<file path="src/hdl/rmcs_pkg.sv">
// Shared constants, action codes and the controller-to-datapath command word
// for the RGB matrix column shifter. No dependencies.
`default_nettype none

package rmcs_pkg;

    localparam int COLUMNS     = 8;
    localparam int ROWS        = 8;
    localparam int GAIN_GROUPS = 24;

    localparam int COL_W   = 3;   // column field width
    localparam int ROW_W   = 3;   // row field width
    localparam int IDX_W   = 5;   // word_index width
    localparam int GAIN_W  = 6;   // brightness width
    localparam int PIX_W   = 24;  // red:green:blue
    localparam int WORD_W  = 48;
    localparam int EN_W    = 8;
    localparam int DEPTH   = ROWS * COLUMNS;
    localparam int ADDR_W  = $clog2(DEPTH);

    localparam logic [1:0] ACT_WRITE   = 2'd0;
    localparam logic [1:0] ACT_GAIN    = 2'd1;
    localparam logic [1:0] ACT_REFRESH = 2'd2;

    // Command word from controller to datapath, valid for one cycle.
    typedef struct packed {
        logic             capture;  // latch column of accepted word
        logic             wr;       // store pixel this cycle
        logic             issue;    // read / emit one output word
        logic             gain;     // word goes to brightness bank
        logic [IDX_W-1:0] idx;      // row or group number
        logic             fin;      // final word of the action
    } cmd_t;

    function automatic logic [ADDR_W-1:0] pix_addr(input logic [IDX_W-1:0] r,
                                                   input logic [COL_W-1:0] c);
        return ADDR_W'(32'(r) * COLUMNS + 32'(c));
    endfunction

endpackage

`default_nettype wire

</file>
<file path="src/hdl/rmcs_ctrl.sv">
// Controller FSM: decodes accepted actions and sequences output words.
// Depends on rmcs_pkg.
`default_nettype none

module rmcs_ctrl
    import rmcs_pkg::*;
(
    input  wire logic             clk,
    input  wire logic             rst_n,
    input  wire logic             start,
    input  wire logic [1:0]       action,
    input  wire logic [COL_W-1:0] column,
    input  wire logic [ROW_W-1:0] row,
    output logic                  busy,
    output cmd_t                  cmd
);

    typedef enum logic [1:0] {
        ST_IDLE,
        ST_PIXEL,
        ST_GAIN
    } state_t;

    state_t           state_reg, state_next;
    logic [IDX_W-1:0] cnt_reg, cnt_next;
    logic             busy_reg, busy_next;
    logic             accept;
    logic             col_ok, row_ok;
    logic             pix_fin, gain_fin;

    assign accept   = start && !busy_reg;
    assign col_ok   = 32'(column) < COLUMNS;
    assign row_ok   = 32'(row) < ROWS;
    assign pix_fin  = 32'(cnt_reg) == ROWS - 1;
    assign gain_fin = 32'(cnt_reg) == GAIN_GROUPS - 1;
    assign busy     = busy_reg;

    always_comb
    begin
        state_next  = state_reg;
        cnt_next    = cnt_reg;
        cmd.capture = 1'b0;
        cmd.wr      = 1'b0;
        cmd.issue   = 1'b0;
        cmd.gain    = 1'b0;
        cmd.idx     = cnt_reg;
        cmd.fin     = 1'b0;
        unique case (state_reg)
            ST_IDLE:
            begin
                cnt_next = '0;
                if (accept)
                begin
                    cmd.capture = 1'b1;
                    unique case (action)
                        ACT_WRITE:
                        begin
                            if (col_ok && row_ok)
                            begin
                                cmd.wr     = 1'b1;
                                state_next = ST_PIXEL;
                            end
                        end
                        ACT_REFRESH:
                        begin
                            if (col_ok)
                                state_next = ST_PIXEL;
                        end
                        ACT_GAIN:
                            state_next = ST_GAIN;
                        default:
                            state_next = ST_IDLE;
                    endcase
                end
            end
            ST_PIXEL:
            begin
                cmd.issue = 1'b1;
                cmd.fin   = pix_fin;
                cnt_next  = cnt_reg + 1'b1;
                if (pix_fin)
                    state_next = ST_IDLE;
            end
            ST_GAIN:
            begin
                cmd.issue = 1'b1;
                cmd.gain  = 1'b1;
                cmd.fin   = gain_fin;
                cnt_next  = cnt_reg + 1'b1;
                if (gain_fin)
                    state_next = ST_IDLE;
            end
            default:
                state_next = ST_IDLE;
        endcase
        busy_next = state_next != ST_IDLE;
    end

    always_ff @(posedge clk or negedge rst_n)
    begin
        if (!rst_n)
        begin
            state_reg <= ST_IDLE;
            cnt_reg   <= '0;
            busy_reg  <= 1'b0;
        end
        else
        begin
            state_reg <= state_next;
            cnt_reg   <= cnt_next;
            busy_reg  <= busy_next;
        end
    end

endmodule

`default_nettype wire

</file>
<file path="src/hdl/rmcs_datapath.sv">
// Datapath: pixel memory with valid bits, brightness register and the
// two-stage read / output pipeline. Depends on rmcs_pkg.
`default_nettype none

module rmcs_datapath
    import rmcs_pkg::*;
(
    input  wire logic              clk,
    input  wire logic              rst_n,
    input  wire cmd_t              cmd,
    input  wire logic [COL_W-1:0]  column,
    input  wire logic [ROW_W-1:0]  row,
    input  wire logic [7:0]        red,
    input  wire logic [7:0]        green,
    input  wire logic [7:0]        blue,
    input  wire logic              brightness_we,
    input  wire logic [GAIN_W-1:0] brightness_wdata,
    output logic                   word_valid,
    output logic [WORD_W-1:0]      shift_word,
    output logic                   to_brightness_bank,
    output logic [IDX_W-1:0]       word_index,
    output logic [EN_W-1:0]        column_enable,
    output logic                   last
);

    logic [PIX_W-1:0]  mem [DEPTH];
    logic [DEPTH-1:0]  vld_reg;
    logic [GAIN_W-1:0] gain_reg;
    logic [COL_W-1:0]  col_reg;

    logic [ADDR_W-1:0] wr_addr, rd_addr;

    // stage 1: read issued
    logic              s1_valid_reg;
    logic              s1_gain_reg;
    logic [IDX_W-1:0]  s1_idx_reg;
    logic              s1_fin_reg;
    logic [PIX_W-1:0]  s1_data_reg;
    logic              s1_hit_reg;

    // stage 2: output registers
    logic              out_valid_reg;
    logic [WORD_W-1:0] out_word_reg;
    logic              out_bank_reg;
    logic [IDX_W-1:0]  out_idx_reg;
    logic [EN_W-1:0]   out_en_reg;
    logic              out_last_reg;

    assign wr_addr = pix_addr(IDX_W'(row), column);
    assign rd_addr = pix_addr(cmd.idx, col_reg);

    always_ff @(posedge clk)
    begin
        if (cmd.wr)
            mem[wr_addr] <= {red, green, blue};
        s1_data_reg <= mem[rd_addr];
    end

    always_ff @(posedge clk or negedge rst_n)
    begin
        if (!rst_n)
        begin
            vld_reg  <= '0;
            gain_reg <= '1;
        end
        else
        begin
            if (cmd.wr)
                vld_reg[wr_addr] <= 1'b1;
            if (brightness_we)
                gain_reg <= brightness_wdata;
        end
    end

    always_ff @(posedge clk)
    begin
        if (cmd.capture)
            col_reg <= column;
        s1_gain_reg <= cmd.gain;
        s1_idx_reg  <= cmd.idx;
        s1_fin_reg  <= cmd.fin;
        s1_hit_reg  <= vld_reg[rd_addr];
    end

    always_ff @(posedge clk or negedge rst_n)
    begin
        if (!rst_n)
        begin
            s1_valid_reg  <= 1'b0;
            out_valid_reg <= 1'b0;
        end
        else
        begin
            s1_valid_reg  <= cmd.issue;
            out_valid_reg <= s1_valid_reg;
        end
    end

    always_ff @(posedge clk)
    begin
        if (s1_gain_reg)
            out_word_reg <= {8{gain_reg}};
        else if (s1_hit_reg)
            out_word_reg <= WORD_W'(s1_data_reg);
        else
            out_word_reg <= '0;
        out_bank_reg <= s1_gain_reg;
        out_idx_reg  <= s1_idx_reg;
        out_last_reg <= s1_fin_reg;
        // column strobe only on the latch word of a write or refresh
        out_en_reg   <= (s1_fin_reg && !s1_gain_reg) ? (EN_W'(1) << col_reg) : '0;
    end

    assign word_valid         = out_valid_reg;
    assign shift_word         = out_word_reg;
    assign to_brightness_bank = out_bank_reg;
    assign word_index         = out_idx_reg;
    assign column_enable      = out_en_reg;
    assign last               = out_last_reg;

endmodule

`default_nettype wire

</file>
<file path="src/hdl/rgb_matrix_column_shifter.sv">
// Top level of the RGB matrix column shifter: controller plus datapath.
// Depends on rmcs_pkg, rmcs_ctrl, rmcs_datapath.
//
//  channel   handshake                  payload
//  -------   -------------------------  ---------------------------------------
//  command   start / busy               action, column, row, red, green, blue
//  result    word_valid (1-cycle pulse) shift_word, to_brightness_bank,
//                                       word_index, column_enable, last
//  config    brightness_we              brightness_wdata
//
// A command word is taken when start is high and busy is low. busy then stays
// high while ROWS words (write or refresh) or GAIN_GROUPS words (brightness
// load) are issued, one memory read per cycle. Each output word is registered
// in the stage-1 and output registers after its read; an ignored word never
// raises busy. Reset clears the pixel valid bits (store reads as zero) and sets
// brightness to all ones. The receiver cannot stall: words are one-cycle pulses.
`default_nettype none

module rgb_matrix_column_shifter
    import rmcs_pkg::*;
(
    input  wire logic              clk,
    input  wire logic              rst_n,
    input  wire logic              start,
    output logic                   busy,
    input  wire logic [1:0]        action,
    input  wire logic [COL_W-1:0]  column,
    input  wire logic [ROW_W-1:0]  row,
    input  wire logic [7:0]        red,
    input  wire logic [7:0]        green,
    input  wire logic [7:0]        blue,
    input  wire logic              brightness_we,
    input  wire logic [GAIN_W-1:0] brightness_wdata,
    output logic                   word_valid,
    output logic [WORD_W-1:0]      shift_word,
    output logic                   to_brightness_bank,
    output logic [IDX_W-1:0]       word_index,
    output logic [EN_W-1:0]        column_enable,
    output logic                   last
);

    cmd_t cmd;

    // sequencing: accept, decode, range checks, word counter
    rmcs_ctrl u_ctrl (
        .clk    (clk),
        .rst_n  (rst_n),
        .start  (start),
        .action (action),
        .column (column),
        .row    (row),
        .busy   (busy),
        .cmd    (cmd)
    );

    // storage and output pipeline
    rmcs_datapath u_dp (
        .clk                (clk),
        .rst_n              (rst_n),
        .cmd                (cmd),
        .column             (column),
        .row                (row),
        .red                (red),
        .green              (green),
        .blue               (blue),
        .brightness_we      (brightness_we),
        .brightness_wdata   (brightness_wdata),
        .word_valid         (word_valid),
        .shift_word         (shift_word),
        .to_brightness_bank (to_brightness_bank),
        .word_index         (word_index),
        .column_enable      (column_enable),
        .last               (last)
    );

endmodule

`default_nettype wire
</file>
<file path="config.mk">
export PLATFORM = sky130hd
export DESIGN_NAME = rgb_matrix_column_shifter
export DESIGN_NICKNAME = d
export VERILOG_FILES = /design/src/hdl/rmcs_pkg.sv /design/src/hdl/rmcs_ctrl.sv /design/src/hdl/rmcs_datapath.sv /design/src/hdl/rgb_matrix_column_shifter.sv
export SDC_FILE = /design/constraint.sdc
export NUM_CORES = 2
export LEC_CHECK = 0
export BUFFER_PORTS_ARGS = -buffer_cell sky130_fd_sc_hd__buf_2
export CORE_MARGIN = 5
export CORE_UTILIZATION = 55
export CTS_BUF_LIST = sky130_fd_sc_hd__clkbuf_8
export CTS_CLUSTER_DIAMETER = 40
export CTS_CLUSTER_SIZE = 20
export DETAILED_ROUTE_END_ITERATION = 7
export PLACE_DENSITY = 0.74
export SYNTH_ARGS = -nofsm -noshare
export SYNTH_HDL_FRONTEND = slang
export SYNTH_SLANG_ARGS = --single-unit
</file>
<file path="constraint.sdc">
create_clock -name clk -period 3.9 [get_ports clk]
set_input_delay 0.78 -clock clk [delete_from_list [all_inputs] [get_ports clk]]
set_output_delay 0.78 -clock clk [all_outputs]
set_load 0.1 [all_outputs]
</file>
==> flow_metrics.py <==
metrics = {
    "worst_setup_path": {
        "end_kind": "flop",
        "critPathLaunchType": "flop",
        "path_class": "reg -> reg",
        "r2r_start": "u_dp.col_reg[0]$_DFFE_PP_",
        "cpMostUsedCell": "buf_12",
        "path_cells": "buf_12 -> buf_12 -> buf_4 -> mux4_2 -> mux2i_1 -> a22oi_1 -> and4_1",
        "critPathMaxFanout": 40,
        "critical_path_required_ns": 4.65,
        "crit_start": "u_dp.col_reg[0]$_DFFE_PP_",
        "arrival_ns": 3.99,
        "critPathSlowestCell": "mux4_2",
        "slowest_delay_ns": 0.56,
    },
    "drt": {
        "wl_per_cell_um": 32.8,
        "viasPerCell": 6.51,
        "detail-route-antenna-nets": 0,
        "routed_wl_um": 158000,
        "num_vias": 31400,
        "drtIter0Drc": 4387,
        "first_pass_iters": 7,
        "route.detailed.drc": 0,
    },
    "yosys": {
        "syn_inst": 2886,
        "syn_nets": 2933,
        "synth-xor-area-share": 0,
        "synthFlopType": "edfxtp_1",
        "ys_warn_count": 0,
        "syn_area_mm2": 0.0641,
        "post_synth_num_cell_types": 46,
        "yosysTopAreaCellShare": 0.721,
        "synth_compound_area_frac": 0.0134,
        "avgSynthCellArea_um2": 22.2,
        "ys_ff_latch": 1696,
        "synth_edf_count": 1539,
        "synthSimpleGateAreaFrac": 0.0238,
        "async_flop_share": 0.0472,
        "synth_top_family_by_area": "multiplexers",
        "ys_seq_area_frac": 0.776,
        "synth_area_leaders": "edfxtp_1 72%, mux4_2 14%, dfrtp_1 2.9%, mux2i_1 2.6%, dfxtp_1 2.4%",
        "yosys.area.top_type": "edfxtp_1",
        "synth_adder_area_share": 0.000976,
        "synthMuxAreaShare": 0.171,
    },
    "final_layout": {
        "largest_reg_flops": 1536,
        "final_common_cell": "edfxtp_1",
        "fill_cells": 7743,
        "final_core_util": 0.612,
        "area_growth_pct": 10.8,
        "nets": 3202,
        "mostFrequentLayoutCells": "1539 x edfxtp_1, 406 x mux4_2, 168 x mux2i_1",
        "drive_gt1_frac": 0.334,
    },
    "grt": {
        "met2_usage": 0.396,
        "grt_antenna_before_repair": 22,
        "track_usage": 0.260,
        "grtUsageMet1": 0.367,
        "overflow": 0,
        "gr-usage-met3": 0.0674,
        "top_usage_layer": "met2",
        "grt_pass1_vias": 31500,
        "grt_max_degree": 70,
        "grt_pass1_wl_um": 227000,
    },
    "sta": {
        "tightest_slew_ns": 1.36,
        "finalSetupViolCount": 0,
        "max_slew_margin": 0.0907,
        "finClkSkew_ns": 0.0551,
        "fin_crit_ns": 3.23,
        "rsz0062_at_grt": "no",
        "fmax_mhz": 309,
        "maxSlewViolCount": 0,
        "fin_crit_sh": 0.829,
        "hold_viol": 0,
        "final.setup.tns_ns": 0,
    },
    "clocking": {
        "post_cts_buffers": 0,
        "cts_root_buf": "clkbuf_8",
        "cts_hold_buffers": 1,
        "cts_buffers": 158,
        "tritoncts": "yes",
        "cts.clk_slew.worst_paths_ns": 0.10,
        "cts.sinks": 1696,
        "clk_latency_ns": 0.88,
        "post_cts_resized": 0,
        "htreeDepth": 4,
        "cts_max_path_buffers": 3,
    },
    "pwr": {
        "vdd.ir_drop.worst_mv": 0.513,
        "leakagePower_nw": 23.5,
        "power.density_mw_per_mm2": 554,
    },
    "die": {
        "die_area_mm2": 0.123,
        "die-height_um": 351,
        "ios": 107,
        "coreArea_mm2": 0.116,
        "rows": 125,
        "start_util": 0.552,
        "die_w_um": 351,
    },
    "job": {
        "maxCapViolations": 0,
    },
    "placement": {
        "place_hpwl_um": 98300,
        "io_buffers": 106,
        "gp_congestion": 0.911,
    },
    "run_status": {
        "run_status": "complete, no violations",
    },
    "hold_path": {
        "min-delay-start": "brightness_wdata[4]",
        "min_path_type": "in -> reg",
    },
}
kinds of logic after synthesis:
logic type	Yosys count
AOI/OAI and AO/OA	121
buffers and inverters	175
adders and majority gates	5
DFF	1696
and+or+nand+nor	302
muxes	587
final timing paths:
path,to,slack (ns),depth (start not counted)
min in group asynchronous,u_dp.vld_reg[17]$_DFFE_PN0P_,0.55,2
max,u_dp.s1_data_reg[22]$_DFF_P_,0.67,7
max in group asynchronous,u_dp.gain_reg[5]$_DFFE_PN1P_,2.35,3
min,u_dp.gain_reg[4]$_DFFE_PN1P_,0.14,2
max reg2reg,u_dp.s1_data_reg[22]$_DFF_P_,0.67,7
min reg2reg,u_dp.word_index[2]$_DFF_P_,0.33,0
power breakdown:
group / switching (mW) / total (mW) / internal [mW]
logic: 4.79 / 7.43 / 2.64
clock network: 6.52 / 11.4 / 4.84
registers: 0.377 / 20.6 / 20.2
total: 11.7 / 39.4 / 27.7
cells in the mapped netlist, drive strengths merged (6+ instances only):
cell type and n:
nand2 74, edfxtp 1539, dfstp 6, clkbuf 54, nand2b 6, a22oi 88, o21ai 14, and4 20
a21oi 8, dfrtp 74, nor2 87, nor3 14, dfxtp 77, mux4 406, nand3 9, nor2b 8
buf 111, mux2 13, or2 64, mux2i 168, inv 9
area by class of cell:
type | instances | area (µm²) | area share
inverter | 10 | 37.5 | 0.000529
sequential | 1696 | 49800 | 0.701
timing repair buffer | 274 | 2160 | 0.0304
clock inverter | 135 | 1320 | 0.0185
clock buffer | 160 | 2200 | 0.0310
multi-input combinational | 1015 | 13600 | 0.191
tap | 1524 | 1910 | 0.0268
antenna | 14 | 35.0 | 0.000493
worst max-delay path: cells and delay by family (launching register included):
family / cells / cell delay [ns]
buffers and inverters: 3 / 1.04
AND/OR/NAND/NOR: 1 / 0.26
AO/OA/AOI/OAI: 1 / 0.25
multiplexers: 2 / 1.01
flip-flops: 1 / 0.48
per-layer routing:
layer	wire, µm	vias to the layer above	share of wire
met5	95	-	0.00060
met1	59500	16700	0.38
met3	18200	317	0.11
li1	-	12500	-
met4	7220	14	0.046
met2	73400	1931	0.46
metrics by stage:
stage               power, mW  hold WS (ns)  instances  worst slack, ns  area, µm²
detailed placement       28.4         0.313       4518            0.674      67500
finish                   39.4         0.143       4828            0.665      71000
global placement         28.3         0.316       4518            0.731      67500
floorplan                25.8         0.310       2886            0.719      64100
CTS                      39.5        0.0660       4814            0.651      71000
global route             40.7         0.108       4818            0.538      71000
Note: power is estimated with default switching activity, not from simulation.
